<file path="src/rtl/tcld_pkg.sv">
// tcld_pkg: shared types, constants and character tables for the text
// command line decoder. No dependencies.
`default_nettype none

package tcld_pkg;

    localparam int LINE_CHARS_DEF = 31;

    localparam logic [7:0] CHAR_CR = 8'h0D;
    localparam logic [7:0] CHAR_LF = 8'h0A;

    // Command lengths
    localparam int CMD_ON_LEN     = 6;
    localparam int CMD_OFF_LEN    = 7;
    localparam int CMD_STATUS_LEN = 6;

    // Reply lengths, CR LF included
    localparam int REPLY_ON_LEN  = 21;
    localparam int REPLY_OFF_LEN = 22;

    typedef enum logic [1:0] {
        REPLY_NONE,
        REPLY_ON,
        REPLY_OFF
    } reply_kind_t;

    // One decoded input transaction, handed to the emitter
    typedef struct packed {
        logic [7:0]  echo;
        logic        led;
        reply_kind_t kind;
    } tcld_job_t;

    // "led on"
    function automatic logic [7:0] cmd_on_char(input logic [2:0] idx);
        logic [7:0] ch;
        case (idx)
            3'd0:    ch = "l";
            3'd1:    ch = "e";
            3'd2:    ch = "d";
            3'd3:    ch = " ";
            3'd4:    ch = "o";
            3'd5:    ch = "n";
            default: ch = 8'h00;
        endcase
        return ch;
    endfunction

    // "led off"
    function automatic logic [7:0] cmd_off_char(input logic [2:0] idx);
        logic [7:0] ch;
        case (idx)
            3'd0:    ch = "l";
            3'd1:    ch = "e";
            3'd2:    ch = "d";
            3'd3:    ch = " ";
            3'd4:    ch = "o";
            3'd5:    ch = "f";
            3'd6:    ch = "f";
            default: ch = 8'h00;
        endcase
        return ch;
    endfunction

    // "status"
    function automatic logic [7:0] cmd_status_char(input logic [2:0] idx);
        logic [7:0] ch;
        case (idx)
            3'd0:    ch = "s";
            3'd1:    ch = "t";
            3'd2:    ch = "a";
            3'd3:    ch = "t";
            3'd4:    ch = "u";
            3'd5:    ch = "s";
            default: ch = 8'h00;
        endcase
        return ch;
    endfunction

    // "led is on right now" CR LF
    function automatic logic [7:0] reply_on_char(input logic [4:0] idx);
        logic [7:0] ch;
        case (idx)
            5'd0:    ch = "l";
            5'd1:    ch = "e";
            5'd2:    ch = "d";
            5'd3:    ch = " ";
            5'd4:    ch = "i";
            5'd5:    ch = "s";
            5'd6:    ch = " ";
            5'd7:    ch = "o";
            5'd8:    ch = "n";
            5'd9:    ch = " ";
            5'd10:   ch = "r";
            5'd11:   ch = "i";
            5'd12:   ch = "g";
            5'd13:   ch = "h";
            5'd14:   ch = "t";
            5'd15:   ch = " ";
            5'd16:   ch = "n";
            5'd17:   ch = "o";
            5'd18:   ch = "w";
            5'd19:   ch = CHAR_CR;
            5'd20:   ch = CHAR_LF;
            default: ch = 8'h00;
        endcase
        return ch;
    endfunction

    // "led is off right now" CR LF
    function automatic logic [7:0] reply_off_char(input logic [4:0] idx);
        logic [7:0] ch;
        case (idx)
            5'd0:    ch = "l";
            5'd1:    ch = "e";
            5'd2:    ch = "d";
            5'd3:    ch = " ";
            5'd4:    ch = "i";
            5'd5:    ch = "s";
            5'd6:    ch = " ";
            5'd7:    ch = "o";
            5'd8:    ch = "f";
            5'd9:    ch = "f";
            5'd10:   ch = " ";
            5'd11:   ch = "r";
            5'd12:   ch = "i";
            5'd13:   ch = "g";
            5'd14:   ch = "h";
            5'd15:   ch = "t";
            5'd16:   ch = " ";
            5'd17:   ch = "n";
            5'd18:   ch = "o";
            5'd19:   ch = "w";
            5'd20:   ch = CHAR_CR;
            5'd21:   ch = CHAR_LF;
            default: ch = 8'h00;
        endcase
        return ch;
    endfunction

endpackage

`default_nettype wire

</file>
<file path="src/rtl/tcld_if.sv">
// tcld_if: valid/ready channel interfaces for received and transmitted bytes.
// No dependencies.
`default_nettype none

interface tcld_rx_if;
    logic       valid;
    logic       ready;
    logic [7:0] rx_byte;

    modport source (output valid, output rx_byte, input ready);
    modport sink   (input valid, input rx_byte, output ready);
endinterface

interface tcld_tx_if;
    logic       valid;
    logic       ready;
    logic [7:0] tx_byte;
    logic       led_on;
    logic       last;

    modport source (output valid, output tx_byte, output led_on, output last, input ready);
    modport sink   (input valid, input tx_byte, input led_on, input last, output ready);
endinterface

`default_nettype wire

</file>
<file path="src/rtl/tcld_line.sv">
// tcld_line: line tracking and command match for each received byte.
// Depends on tcld_pkg and tcld_if.
`default_nettype none

module tcld_line
    import tcld_pkg::*;
#(
    parameter int LINE_CHARS = LINE_CHARS_DEF
)
(
    input  wire logic  clk,
    input  wire logic  rst_n,
    tcld_rx_if.sink    rx,
    output tcld_job_t  job,
    output logic       job_valid,
    input  wire logic  job_ready
);

    localparam int LEN_W = $clog2(LINE_CHARS + 1);
    localparam logic [LEN_W-1:0] LEN_MAX = LEN_W'(LINE_CHARS);

    // The line is kept as its length plus one prefix-match flag per command;
    // a flag stays set while every stored character matches that command.
    logic [LEN_W-1:0] len_reg, len_next;
    logic             m_on_reg, m_on_next;
    logic             m_off_reg, m_off_next;
    logic             m_st_reg, m_st_next;
    logic             led_reg, led_next;

    logic [7:0] ch;
    logic [2:0] pos;
    logic       is_end;
    logic       accept;
    logic       hit_on, hit_off, hit_st;

    assign ch        = rx.rx_byte;
    assign pos       = len_reg[2:0];
    assign is_end    = (ch == CHAR_CR) || (ch == CHAR_LF);
    assign accept    = rx.valid && job_ready;
    assign rx.ready  = job_ready;
    assign job_valid = rx.valid;

    assign hit_on  = m_on_reg  && (len_reg == LEN_W'(CMD_ON_LEN));
    assign hit_off = m_off_reg && (len_reg == LEN_W'(CMD_OFF_LEN));
    assign hit_st  = m_st_reg  && (len_reg == LEN_W'(CMD_STATUS_LEN));

    always_comb
    begin
        len_next   = len_reg;
        m_on_next  = m_on_reg;
        m_off_next = m_off_reg;
        m_st_next  = m_st_reg;
        led_next   = led_reg;
        job.echo   = ch;
        job.kind   = REPLY_NONE;
        if (is_end)
        begin
            len_next   = '0;
            m_on_next  = 1'b1;
            m_off_next = 1'b1;
            m_st_next  = 1'b1;
            if (hit_on)
            begin
                led_next = 1'b1;
            end
            else if (hit_off)
            begin
                led_next = 1'b0;
            end
            else if (hit_st)
            begin
                job.kind = led_reg ? REPLY_ON : REPLY_OFF;
            end
        end
        else if (len_reg < LEN_MAX)
        begin
            // room left: count the character and advance the match flags;
            // on a full line it is dropped and the flags stay as they are
            len_next   = len_reg + LEN_W'(1);
            m_on_next  = m_on_reg && (len_reg < LEN_W'(CMD_ON_LEN))
                         && (ch == cmd_on_char(pos));
            m_off_next = m_off_reg && (len_reg < LEN_W'(CMD_OFF_LEN))
                         && (ch == cmd_off_char(pos));
            m_st_next  = m_st_reg && (len_reg < LEN_W'(CMD_STATUS_LEN))
                         && (ch == cmd_status_char(pos));
        end
        job.led = led_next;
    end

    always_ff @(posedge clk or negedge rst_n)
    begin
        if (!rst_n)
        begin
            len_reg   <= '0;
            m_on_reg  <= 1'b1;
            m_off_reg <= 1'b1;
            m_st_reg  <= 1'b1;
            led_reg   <= 1'b0;
        end
        else if (accept)
        begin
            len_reg   <= len_next;
            m_on_reg  <= m_on_next;
            m_off_reg <= m_off_next;
            m_st_reg  <= m_st_next;
            led_reg   <= led_next;
        end
    end

endmodule

`default_nettype wire

</file>
<file path="src/rtl/tcld_emit.sv">
// tcld_emit: holds one decoded transaction and plays out its echo and reply
// bytes through a registered output stage. Depends on tcld_pkg and tcld_if.
`default_nettype none

module tcld_emit
    import tcld_pkg::*;
(
    input  wire logic       clk,
    input  wire logic       rst_n,
    input  wire tcld_job_t  job,
    input  wire logic       job_valid,
    output logic            job_ready,
    tcld_tx_if.source       tx
);

    tcld_job_t  job_reg;
    logic       job_valid_reg;
    logic [4:0] idx_reg;
    logic [4:0] ridx;

    logic       out_valid_reg;
    logic [7:0] out_byte_reg;
    logic       out_led_reg;
    logic       out_last_reg;

    logic [7:0] cur_byte;
    logic       cur_last;
    logic       out_load;

    assign ridx = idx_reg - 5'd1;

    always_comb
    begin
        if (idx_reg == 5'd0)
        begin
            cur_byte = job_reg.echo;
        end
        else if (job_reg.kind == REPLY_ON)
        begin
            cur_byte = reply_on_char(ridx);
        end
        else
        begin
            cur_byte = reply_off_char(ridx);
        end
        case (job_reg.kind)
            REPLY_ON:  cur_last = (idx_reg == 5'(REPLY_ON_LEN));
            REPLY_OFF: cur_last = (idx_reg == 5'(REPLY_OFF_LEN));
            default:   cur_last = (idx_reg == 5'd0);
        endcase
    end

    assign out_load  = job_valid_reg && (!out_valid_reg || tx.ready);
    assign job_ready = !job_valid_reg || (out_load && cur_last);

    always_ff @(posedge clk or negedge rst_n)
    begin
        if (!rst_n)
        begin
            job_valid_reg <= 1'b0;
            idx_reg       <= '0;
            out_valid_reg <= 1'b0;
        end
        else
        begin
            if (job_ready)
            begin
                job_valid_reg <= job_valid;
                idx_reg       <= '0;
            end
            else if (out_load)
            begin
                idx_reg <= idx_reg + 5'd1;
            end

            if (out_load)
            begin
                out_valid_reg <= 1'b1;
            end
            else if (tx.ready)
            begin
                out_valid_reg <= 1'b0;
            end
        end
    end

    always_ff @(posedge clk)
    begin
        if (job_ready)
        begin
            job_reg <= job;
        end
        if (out_load)
        begin
            out_byte_reg <= cur_byte;
            out_led_reg  <= job_reg.led;
            out_last_reg <= cur_last;
        end
    end

    assign tx.valid   = out_valid_reg;
    assign tx.tx_byte = out_byte_reg;
    assign tx.led_on  = out_led_reg;
    assign tx.last    = out_last_reg;

endmodule

`default_nettype wire

</file>
<file path="src/rtl/text_command_line_decoder_unit.sv">
// Text command line decoder, top level.
// The echo goes out first, through the job register and then the output register.
// A character or a line end without a reply frees the input when its echo is loaded
//   into the output stage; a status line waits for the emitter's byte counter.
// Reset (rst_n, async, active low): empty line, LED off, no pending output.
`default_nettype none

module text_command_line_decoder_unit
    import tcld_pkg::*;
#(
    parameter int LINE_CHARS = LINE_CHARS_DEF
)
(
    input  wire logic  clk,
    input  wire logic  rst_n,
    tcld_rx_if.sink    rx,
    tcld_tx_if.source  tx
);

    // Decoded transaction between line tracker and emitter. The emitter's
    // job register is the input register; the next byte is taken in the
    // same cycle the previous job hands its final byte to the output stage,
    // so back-to-back characters stream at one per cycle while the output is not stalled.
    tcld_job_t job;
    logic      job_valid;
    logic      job_ready;

    // Line length, per-command match flags and LED flag update as each byte
    // is accepted; command matching is incremental, so a line end resolves
    // with a length compare and one flag per command.
    tcld_line #(
        .LINE_CHARS (LINE_CHARS)
    ) u_line (
        .clk       (clk),
        .rst_n     (rst_n),
        .rx        (rx),
        .job       (job),
        .job_valid (job_valid),
        .job_ready (job_ready)
    );

    // Echo first, then the status reply if any; last marks the run end.
    tcld_emit u_emit (
        .clk       (clk),
        .rst_n     (rst_n),
        .job       (job),
        .job_valid (job_valid),
        .job_ready (job_ready),
        .tx        (tx)
    );

endmodule

`default_nettype wire

</file>
<file path="src/flat_wrapper.sv">
// flat-port wrapper written by rule: the top's interface ports become plain ports
module text_command_line_decoder_unit_flat import tcld_pkg::*;
#(
    parameter int LINE_CHARS = LINE_CHARS_DEF
)
  (clk, rst_n, rx_valid, rx_rx_byte, rx_ready, tx_valid, tx_tx_byte, tx_led_on, tx_last, tx_ready);
  tcld_rx_if rx_i ();
  tcld_tx_if tx_i ();
  input  wire logic clk;
  input  wire logic rst_n;
  input wire logic [$bits(rx_i.valid)-1:0] rx_valid;
  input wire logic [$bits(rx_i.rx_byte)-1:0] rx_rx_byte;
  output wire logic [$bits(rx_i.ready)-1:0] rx_ready;
  output wire logic [$bits(tx_i.valid)-1:0] tx_valid;
  output wire logic [$bits(tx_i.tx_byte)-1:0] tx_tx_byte;
  output wire logic [$bits(tx_i.led_on)-1:0] tx_led_on;
  output wire logic [$bits(tx_i.last)-1:0] tx_last;
  input wire logic [$bits(tx_i.ready)-1:0] tx_ready;
  assign rx_i.valid = rx_valid;
  assign rx_i.rx_byte = rx_rx_byte;
  assign rx_ready = rx_i.ready;
  assign tx_valid = tx_i.valid;
  assign tx_tx_byte = tx_i.tx_byte;
  assign tx_led_on = tx_i.led_on;
  assign tx_last = tx_i.last;
  assign tx_i.ready = tx_ready;
  text_command_line_decoder_unit #(.LINE_CHARS(LINE_CHARS)) u_core (.clk(clk), .rst_n(rst_n), .rx(rx_i), .tx(tx_i));
endmodule
</file>
<file path="config.mk">
export PLATFORM = sky130hd
export DESIGN_NAME = text_command_line_decoder_unit_flat
export DESIGN_NICKNAME = d
export VERILOG_FILES = /design/src/rtl/tcld_pkg.sv /design/src/rtl/tcld_if.sv /design/src/rtl/tcld_line.sv /design/src/rtl/tcld_emit.sv /design/src/rtl/text_command_line_decoder_unit.sv /design/src/flat_wrapper.sv
export SDC_FILE = /design/constraint.sdc
export NUM_CORES = 1
export LEC_CHECK = 0
export ABC_AREA = 0
export BUFFER_PORTS_ARGS = -buffer_cell sky130_fd_sc_hd__buf_2
export CAP_MARGIN = 20
export CELL_PAD_IN_SITES_DETAIL_PLACEMENT = 1
export CELL_PAD_IN_SITES_GLOBAL_PLACEMENT = 1
export CORE_MARGIN = 5
export CORE_UTILIZATION = 45
export DETAILED_ROUTE_END_ITERATION = 8
export MAX_ROUTING_LAYER = met4
export PLACE_DENSITY = 0.85
export SLEW_MARGIN = 30
export SYNTH_ARGS = -nofsm -noshare
export SYNTH_HDL_FRONTEND = slang
export SYNTH_SLANG_ARGS = --single-unit
</file>
<file path="constraint.sdc">
create_clock -name clk -period 5.7 [get_ports clk]
set_input_delay 0 -clock clk [delete_from_list [all_inputs] [get_ports clk]]
set_output_delay 0 -clock clk [all_outputs]
set_load 0.05 [all_outputs]
</file>
==> qor.csv, run 1 <==
stage;metric;value;unit
worst_hold_path;hold crit path type;in -> reg;
critical_path;crit-path cells;inv_1 > ha_1 > nor3b_2 > and3b_1 > o21ai_4 > nand2_1 > buf_2;
synthesis;Post-Syn Nets;349;
critical_path;critical path type;reg -> out;
worst_hold_path;hold depth;1;
clocking;Num CTS Buffers;5;
critical_path;WP buf/inv;2;
floorplan;core area;0.006314;sq mm
critical_path;Worst Reg2Reg Path Length in Cells;7;
detailed_routing;antenna-violating nets left;0;
floorplan;Die Width;90.28;microns
clocking;TritonCTS sink count;37;
final_layout;Largest register FFs;11;
placed_design;dpl ws;2.335;ns
placed_design;Cells after DPL;397;
floorplan;Boundary Pins;24;
detailed_routing;drt initial violations;290;
sta;Final WS setup;2.112;ns
critical_path;CP Launch Type;register;
sta;Final Max Tran Viols;0;
detailed_routing;post-DR vias/cell;6.524;
detailed_routing;DRT Wirelength;8578;microns
critical_path;Worst path max stage delay;0.69;ns
grt;GR Util All Layers;0.2174;
clocking;worst skew pair latency;0.30;ns
final_layout;share of cells above drive strength 1;0.1313;
placed_design;RD Place Congestion;0.8817;
power;Max VDD drop;0.2871;mV
sta;Worst-Margin Slew;0.8206;ns
run;max-cap violation count;0;
synthesis;sequential area share after synthesis;0.3568;
clocking;Clock Tree Buf Depth;2;
sta;RSZ-0062 raised after global routing;no;
floorplan;area of the die;0.008150;sq mm
critical_path;r2r setup slk;2.25;ns
grt;grt total ovfl;0;
final_layout;fin nets;361;
placed_design;hpwl dp;5995;microns
synthesis;syn avg cell area;9.007;sq um
grt;largest net degree at the start of global routing;29;
clocking;Worst-path clk slew;0.08;ns
grt;antenna violations before repair;0;
critical_path;crit-path max FO;19;
sta;clk_skew;0.009366;ns
synthesis;Post-Synthesis Cell Area;0.002900;sq mm
synthesis;most used flip-flop cell after synthesis;edfxtp_1;
critical_path;slowest CP cell;nor3b_2;
final_layout;Register Area;0.001035;sq mm
clocking;H-tree lvl count;2;
critical_path;Worst Setup End Kind;primary output;
critical_path;family with the most delay on the worst path;simple AND/OR/NAND/NOR gates;
sta;Max-slew headroom;0.4529;
placed_design;PortBufs;23;
sta;Final Hold Fails;0;
critical_path;Reg2Reg Capture Point;u_core.u_emit.tx.tx_byte[2];
final_layout;fill cell count;751;
synthesis;Ys Warns;0;
floorplan;site row count;29;
synthesis;Post-Synthesis Cells;322;
detailed_routing;DRT Pass-1 Iters;5;
grt;first-pass GRT wire length;14230;microns
synthesis;Synth async-reset ratio;0.4324;
worst_hold_path;Min-Delay Startpoint;rx_rx_byte[2];
critical_path;Worst EP required;5.70;ns
worst_hold_path;WHS Endpoint;u_core.u_emit.job_reg[5];
critical_path;WP data arrival;3.59;ns
detailed_routing;Vias;2688;
sta;period utilization;0.6295;
final_layout;area taken by multi-input logic gates;0.001717;sq mm
detailed_routing;DRC viols;0;
floorplan;Vert. Die Dim;90.28;microns
synthesis;count of different cell masters after synthesis;66;
critical_path;Reg2Reg Launch Point;u_core.u_emit.idx_reg[0];
grt;vias in the first global route;2776;
power;leakage power total;0.001205;uW
final_layout;Post-Layout Cell Count;412;
sta;Final min period;3.588;ns
clocking;CTS tree;built;
clocking;CTS root buffer;clkbuf_8;
detailed_routing;drt wl/cell;20.82;microns
synthesis;Post-synth EDFFs;21;
synthesis;#FFs+latches synth;37;
final_layout;P&R area growth vs syn;9.836;%
power;Pwr per Cell Area;623.5;mW/mm^2
final_layout;Ant. Diodes;0;
sta;Setup-failing EPs final;0;
outcome;status;complete, no violations;
floorplan;initial core utilization;0.4594;
sta;Fmax;0.2787;GHz
sta;setup TNS;0;ns
metal layers:
| layer | track usage | vias to the layer above | part of all wire |
|---|---|---|---|
| met4 | 0.07072 | 0 | 0.026 |
| met3 | 0.04000 | 22 | 0.052 |
| li1 | - | 1243 | - |
| met5 | - | - | 0 |
| met1 | 0.2810 | 1322 | 0.44 |
| met2 | 0.3451 | 101 | 0.48 |
cell usage in the layout, fill, tap and decap left out, types with 4 or more instances in the layout:
cell / instances
nor3_1: 6
a2bb2oi_1: 6
a31oi_1: 6
nor2b_1: 7
nand2_1: 22
nand3_1: 12
a211oi_1: 4
buf_2: 23
nand4_1: 5
a21boi_0: 6
nand2b_1: 14
edfxtp_1: 21
nor4_1: 4
clkbuf_8: 6
nor2_1: 14
dfrtp_1: 13
xnor2_1: 4
o31ai_1: 6
nor3b_1: 5
inv_1: 15
o21ai_0: 16
mux2i_1: 5
dlygate4sd3_1: 7
and2_1: 4
a21oi_1: 20
o2111ai_1: 6
ha_1: 15
cell type report:
class	instances	share of cell area
flip-flops and latches	37	0.3248
clock inverters	2	0.004320
clock buffers	6	0.02592
inverters	15	0.01767
repair buffers	30	0.05813
multi-input cells	245	0.5389
well taps	77	0.03024
cells in the mapped netlist, drive strengths merged (4+ instances only):
master | count | share of area
a21oi | 23 | 0.044
nand2 | 22 | 0.028
edfxtp | 21 | 0.22
clkbuf | 19 | 0.025
o21ai | 17 | 0.033
ha | 15 | 0.065
inv | 15 | 0.019
nand2b | 14 | 0.030
nor2 | 14 | 0.018
dfrtp | 13 | 0.11
nand3 | 12 | 0.021
nor2b | 7 | 0.015
a21boi | 6 | 0.016
a2bb2oi | 6 | 0.018
a31oi | 6 | 0.013
buf | 6 | 0.0091
nor3 | 6 | 0.010
nor3b | 6 | 0.016
o2111ai | 6 | 0.018
o31ai | 6 | 0.016
mux2i | 5 | 0.017
nand4 | 5 | 0.011
a211oi | 4 | 0.010
and2 | 4 | 0.0086
nor4 | 4 | 0.0086
xnor2 | 4 | 0.012
repair_timing:
action                    4_1_cts  5_1_grt
hold buffers                    7        0
hold endpoints to repair       22        0
buffers inserted                0        0
resized for setup               0        0
metrics by stage:
stage          hold slack, ns  cell area [sq um]  power (uW)    util
2_1_floorplan         -0.2956               2900        1460       -
3_3_place_gp         -0.06568               3014        1688  0.4774
3_5_place_dp         -0.05858               3019        1753  0.4782
4_1_cts               0.01550               3186        1980  0.5046
5_1_grt               0.01861               3186        2127  0.5046
6_report              0.02255               3186        1986  0.5046
cell families after synthesis:
| kind of cell | count (synthesis) | share of synthesized area |
|---|---|---|
| buf+inv | 40 | 0.05306 |
| xor+xnor | 5 | 0.01510 |
| fa+ha+maj | 15 | 0.06471 |
| simple gates | 110 | 0.2101 |
| flops | 37 | 0.3568 |
| mux | 8 | 0.02890 |
| compound gates | 107 | 0.2714 |
power breakdown:
group	switching, uW	internal, uW
logic	803	403
registers	133	444
clock network	104	98.2
total	1040	946
worst max-delay path by stage:
stage	start	cells after the start	endpoint
after floorplan	u_core.u_emit.idx_reg[0]	8	u_core.u_emit.job_reg[0]
after global placement	u_core.u_emit.idx_reg[0]	6	u_core.u_emit.job_reg[8]
after detailed placement	u_core.u_emit.idx_reg[0]	7	u_core.u_emit.tx.tx_byte[2]
after CTS	u_core.u_emit.idx_reg[0]	7	rx_ready
after global routing	u_core.u_emit.idx_reg[0]	7	rx_ready
final	u_core.u_emit.idx_reg[0]	7	rx_ready
Note: power is estimated with default switching activity, not from simulation.
==> run 2: changes to the inputs <==
==> constraint.sdc (replaced) <==
create_clock -name clk -period 3.5 [get_ports clk]
set_input_delay 0 -clock clk [delete_from_list [all_inputs] [get_ports clk]]
set_output_delay 0 -clock clk [all_outputs]
set_load 0.05 [all_outputs]
==> run 2 against run 1 <==
Routed wire length grew 2.6%. Die area did not move. Critical path depth is the same. Combinational power rose by 69%. Worst hold slack gained 0.0031 ns. Via count rose by 2.1%. Core utilization increased by 0.85 points. Global-route usage increased by 0.42 points. Worst setup slack got worse by 1.9 ns. Non-clock buffer count grew 6. Power is 67% higher.
==> qor.csv, run 2 (synthesis gave the netlist of run 1 again) <==
stage;metric;value;unit
outcome;status;complete, no violations;
grt;grt total ovfl;0;
grt;gr busiest metal;met2;
floorplan;area of the die;0.008150;sq mm
grt;GR Util All Layers;0.2216;
clocking;TritonCTS sink count;37;
sta;Final Max Tran Viols;0;
power;Clock power frac;0.108;
sta;setup TNS;0;ns
sta;Max-slew headroom;0.4381;
run;max-cap violation count;0;
final_layout;fin nets;367;
worst_hold_path;hold depth;1;
floorplan;initial core utilization;0.4594;
sta;Worst-Margin Slew;0.8397;ns
placed_design;dpl ws;0.6353;ns
detailed_routing;antenna-violating nets left;0;
detailed_routing;DRT Pass-1 Iters;4;
placed_design;PortBufs;23;
grt;antenna violations before repair;0;
critical_path;Worst Setup End Kind;register;
power;power consumption;3308;uW
floorplan;Boundary Pins;24;
critical_path;CP Launch Type;register;
clocking;post-CTS resize count;0;
clocking;CTS tree;built;
final_layout;most frequent cells in the layout;23 x buf_2, 22 x nand2_1, 21 x edfxtp_1;
detailed_routing;DRC viols;0;
grt;first-pass GRT wire length;14390;microns
final_layout;P&R area growth vs syn;11.69;%
clocking;worst skew pair latency;0.30;ns
grt;met1 usage;0.2797;
detailed_routing;drt wl/cell;21.05;microns
detailed_routing;DRT Wirelength;8797;microns
placed_design;hpwl dp;6192;microns
power;Pwr per Cell Area;1021;mW/mm^2
sta;Fmax;0.3062;GHz
final_layout;Ant. Diodes;0;
sta;Final Hold Fails;0;
clocking;Num CTS Buffers;5;
final_layout;Largest register FFs;11;
final_layout;fill cell count;760;
clocking;Clock Tree Buf Depth;2;
sta;period utilization;0.9331;
detailed_routing;Vias;2745;
power;NetSw;1705;uW
final_layout;commonest non-fill, non-tap cell in the layout;buf_2;
final_layout;share of cells above drive strength 1;0.1437;
power;Max VDD drop;0.5954;mV
critical_path;WP data arrival;3.49;ns
clocking;Worst-path clk slew;0.08;ns
power;Gate power share;0.621;
worst_hold_path;hold crit path type;in -> reg;
grt;largest net degree at the start of global routing;29;
clocking;CTS root buffer;clkbuf_8;
critical_path;Worst EP required;3.73;ns
placed_design;RD Place Congestion;0.8894;
power;Internal Dissipation;1603;uW
floorplan;Die Width;90.28;microns
detailed_routing;post-DR vias/cell;6.567;
floorplan;Vert. Die Dim;90.28;microns
floorplan;core area;0.006314;sq mm
sta;Setup-failing EPs final;0;
sta;clk_skew;0.002360;ns
power;leakage power total;0.001233;uW
critical_path;crit-path max FO;21;
power;switching share of power;0.5154;
sta;Final WS setup;0.2343;ns
detailed_routing;drt initial violations;185;
grt;met2 GRT Util;0.3506;
grt;met3 usage;0.03917;
clocking;H-tree lvl count;2;
critical_path;Worst Reg2Reg Path Length in Cells;7;
sta;RSZ-0062 raised after global routing;no;
floorplan;site row count;29;
grt;vias in the first global route;2789;
sta;Final min period;3.266;ns
power;sequential share of power;0.271;
final_layout;utilization after layout;0.5131;
critical_path;critical path type;reg -> reg;
run 2: changes by cell type in the layout (fill, tap and decap cells not counted):
cell | before | now
nor3b_2 | 1 | 0
clkinvlp_4 | 0 | 1
clkbuf_8 | 6 | 5
buf_4 | 0 | 6
clkinv_2 | 1 | 0
clkbuf_16 | 0 | 1
nor3b_1 | 5 | 6
run 2: cell type report:
cell class,count,area (sq um),area share
well taps,77,96.34,0.02974
clock inverters,2,16.27,0.005021
clock buffers,6,93.84,0.02897
multi-input cells,245,1712,0.5284
inverters,15,56.30,0.01738
repair buffers,36,230.2,0.07107
flip-flops and latches,37,1035,0.3194
run 2: through the flow:
step | instance area, sq um | hold WS (ns) | cells
after floorplan | 2900 | -0.2956 | 322
after global placement | 3059 | -0.05982 | 403
after detailed placement | 3059 | -0.06335 | 403
after CTS | 3239 | 0.02430 | 418
after global routing | 3239 | 0.03625 | 418
final | 3239 | 0.02560 | 418
run 2: path summary, 6_finish.rpt:
| path | end | start | slack, ns |
|---|---|---|---|
| setup / recovery | u_core.u_line.m_off_reg | u_core.u_line.len_reg[2] | 0.23 |
| hold / removal | u_core.u_emit.job_reg[9] | rx_rx_byte[6] | 0.03 |
| setup reg to reg | u_core.u_line.m_off_reg | u_core.u_line.len_reg[2] | 0.23 |
| hold reg to reg | u_core.u_emit.tx.led_on | u_core.u_emit.job_reg[2] | 0.45 |
| max in group asynchronous | u_core.u_line.m_st_reg | rst_n | 3.05 |
| min in group asynchronous | u_core.u_line.len_reg[2] | rst_n | 0.14 |
run 2: layer usage:
metal | up-vias | wire (microns)
met4 | 0 | 293
met5 | - | 0
met3 | 32 | 422
met1 | 1377 | 3790
met2 | 79 | 4291
li1 | 1257 | -
run 2: power groups by stage:
| stage | Clock (uW) | Sequential [uW] | Combinational, uW |
|---|---|---|---|
| floorplan | 0 | 1050 | 1330 |
| global placement | 0 | 890 | 1900 |
| detailed placement | 0 | 904 | 1990 |
| CTS | 361 | 898 | 2020 |
| global route | 385 | 924 | 2220 |
| finish | 358 | 896 | 2050 |
run 2: worst max-delay path: stages, from the launching register on:
cell,delay [ns]
dfrtp_1,0.78
inv_1,0.24
ha_1,0.32
nor4_1,0.50
a21oi_1,0.16
a2111oi_0,0.62
o2111ai_1,0.32
a2bb2oi_1,0.24
run 2: what timing repair did:
action	CTS	global route
endpoints found under the hold margin	22	0
buffers inserted	0	0
hold buffers	7	0
==> run 3: changes to the inputs <==
--- a/config.mk
+++ b/config.mk
@@ -13,7 +13,6 @@
 export CORE_MARGIN = 5
 export CORE_UTILIZATION = 45
 export DETAILED_ROUTE_END_ITERATION = 8
-export MAX_ROUTING_LAYER = met4
 export PLACE_DENSITY = 0.85
 export SLEW_MARGIN = 30
 export SYNTH_ARGS = -nofsm -noshare
==> constraint.sdc (replaced) <==
create_clock -name clk -period 3.1 [get_ports clk]
set_input_delay 0 -clock clk [delete_from_list [all_inputs] [get_ports clk]]
set_output_delay 0 -clock clk [all_outputs]
set_load 0.05 [all_outputs]
==> run 3 against run 2 <==
Global-route usage is 0.70 points lower. Die area stayed put. Sequential power is 10% higher. Clock skew is 0.0041 ns higher. Worst setup slack worse by 0.065 ns. First-iteration DRC count is 27% higher. Non-clock buffer count is 4 higher. Via count is 1.3% lower. Clock power is 15% higher. Cell count is 0.96% higher. Register-to-register slack worse by 0.04 ns. Critical path type is now reg -> out. Highest routed layer unchanged.
==> qor.csv, run 3 (synthesis gave the netlist of run 1 again) <==
stage;metric;value;unit
outcome;status;complete, no violations;
power;sequential share of power;0.262;
placed_design;hpwl dp;6200;microns
floorplan;core area;0.006314;sq mm
power;Internal Dissipation;1866;uW
final_layout;share of cells above drive strength 1;0.1536;
worst_hold_path;hold crit path type;in -> reg;
clocking;H-tree lvl count;2;
final_layout;Register Area;0.001035;sq mm
sta;period utilization;0.9453;
final_layout;fill cell count;740;
grt;grt total ovfl;0;
detailed_routing;drt wl/cell;20.55;microns
power;Gate power share;0.629;
sta;Final min period;2.930;ns
sta;Final Max Tran Viols;0;
sta;Max-slew headroom;0.4350;
final_layout;Post-Layout Cell Count;422;
critical_path;Worst Reg2Reg Path Length in Cells;7;
floorplan;Die Width;90.28;microns
placed_design;Cells after DPL;407;
critical_path;Reg2Reg Launch Point;u_core.u_emit.idx_reg[1];
sta;Final Hold Fails;0;
critical_path;critical path type;reg -> out;
worst_hold_path;hold depth;1;
grt;first-pass GRT wire length;14500;microns
sta;clk_skew;0.006455;ns
grt;largest net degree at the start of global routing;21;
final_layout;final instance area;0.003273;sq mm
final_layout;Ant. Diodes;0;
placed_design;RD Place Congestion;0.9242;
grt;GR Util All Layers;0.2146;
power;NetSw;1907;uW
floorplan;site row count;29;
floorplan;initial core utilization;0.4594;
final_layout;P&R area growth vs syn;12.86;%
sta;Fmax;0.3413;GHz
critical_path;Worst EP required;3.10;ns
final_layout;commonest non-fill, non-tap cell in the layout;buf_2;
critical_path;WP data arrival;2.93;ns
detailed_routing;drt initial violations;235;
critical_path;r2r setup slk;0.19;ns
worst_hold_path;Min-Delay Startpoint;rx_rx_byte[6];
grt;antenna violations before repair;0;
detailed_routing;Vias;2708;
final_layout;most frequent cells in the layout;23 x buf_2, 21 x nand2_1, 21 x edfxtp_1;
final_layout;fin nets;371;
detailed_routing;DRT Pass-1 Iters;5;
sta;Setup-failing EPs final;0;
clocking;worst skew pair latency;0.30;ns
sta;Worst-Margin Slew;0.8444;ns
final_layout;area taken by multi-input logic gates;0.001714;sq mm
sta;RSZ-0062 raised after global routing;no;
detailed_routing;DRC viols;0;
placed_design;PortBufs;23;
clocking;CTS tree;built;
clocking;Worst-path clk slew;0.08;ns
clocking;Num CTS Buffers;5;
power;Clock power frac;0.109;
final_layout;Largest register FFs;11;
grt;vias in the first global route;2784;
placed_design;Post-DP Area;0.003089;sq mm
sta;setup TNS;0;ns
power;Pwr per Cell Area;1153;mW/mm^2
critical_path;Worst Setup End Kind;primary output;
floorplan;area of the die;0.008150;sq mm
critical_path;crit-path max FO;13;
critical_path;CP Launch Type;register;
floorplan;Boundary Pins;24;
power;Max VDD drop;0.5841;mV
detailed_routing;post-DR vias/cell;6.417;
detailed_routing;antenna-violating nets left;0;
clocking;TritonCTS sink count;37;
run;max-cap violation count;0;
power;leakage power total;0.001256;uW
clocking;Clock Tree Buf Depth;2;
floorplan;Vert. Die Dim;90.28;microns
worst_hold_path;WHS Endpoint;u_core.u_emit.job_reg[9];
power;switching share of power;0.5055;
detailed_routing;DRT Wirelength;8672;microns
clocking;CTS root buffer;clkbuf_8;
critical_path;Reg2Reg Capture Point;u_core.u_emit.tx.tx_byte[2];
[run 3: cell types whose count changed in the layout (fill, tap and decap cells not counted), sizes merged]
cell,previous run,this run
clkinv,1,0
clkinvlp,1,0
clkbuf,6,8
buf,29,33
[run 3: power by group through the flow]
stage               logic, uW  clock network (uW)  registers, uW
floorplan                1500                   0           1190
global placement         2220                   0            977
detailed placement       2310                   0            995
CTS                      2340                 416            987
global route             2590                 440           1020
finish                   2370                 412            988
[run 3: layer usage]
metal,wire length [microns],part of all wire,track usage
met4,185,0.021,0.06203
met3,475,0.055,0.04083
met2,4070,0.47,0.3372
met5,0,0,0
met1,3941,0.45,0.3005
[run 3: what timing repair did]
action	CTS	global route
resized for setup	1	0
hold endpoints to repair	22	0
hold buffers	7	0
setup buffers	0	0
endpoints found under the setup margin	1	0
[run 3: worst max-delay path by stage]
| stage | slack (ns) | cells after the start | start | endpoint |
|---|---|---|---|---|
| CTS | 0.16 | 7 | u_core.u_emit.idx_reg[1] | rx_ready |
| finish | 0.17 | 7 | u_core.u_emit.idx_reg[1] | rx_ready |
| global placement | 0.49 | 7 | u_core.u_emit.idx_reg[1] | u_core.u_emit.tx.tx_byte[2] |
| global route | 0.004 | 7 | u_core.u_emit.idx_reg[1] | rx_ready |
| detailed placement | 0.27 | 7 | u_core.u_emit.idx_reg[1] | rx_ready |
| floorplan | 0.26 | 8 | u_core.u_emit.idx_reg[0] | u_core.u_emit.job_reg[0] |
[run 3: worst max-delay path: stages, from the launching register on]
cell	delay, ns
dfrtp_1	0.38
inv_1	0.17
ha_1	0.34
nor3b_1	0.55
and3b_1	0.41
o21ai_4	0.14
nand2_2	0.32
buf_2	0.34
[run 3: final cells by class]
class / count / area share
multi-input combinational: 245 / 0.5237
sequential: 37 / 0.3161
timing repair buffer: 40 / 0.07951
inverter: 15 / 0.01720
tap: 77 / 0.02943
clock buffer: 8 / 0.03402
[run 3: per-stage QoR]
step	hold slack [ns]	total power [uW]	utilization	setup WS [ns]
2_1_floorplan	-0.2956	2685	-	0.2616
3_3_place_gp	-0.06139	3200	0.4893	0.4909
3_5_place_dp	-0.06060	3308	0.4893	0.2693
4_1_cts	0.02768	3746	0.5184	0.1642
5_1_grt	0.03461	4043	0.5184	0.003912
6_report	0.02908	3773	0.5184	0.1697
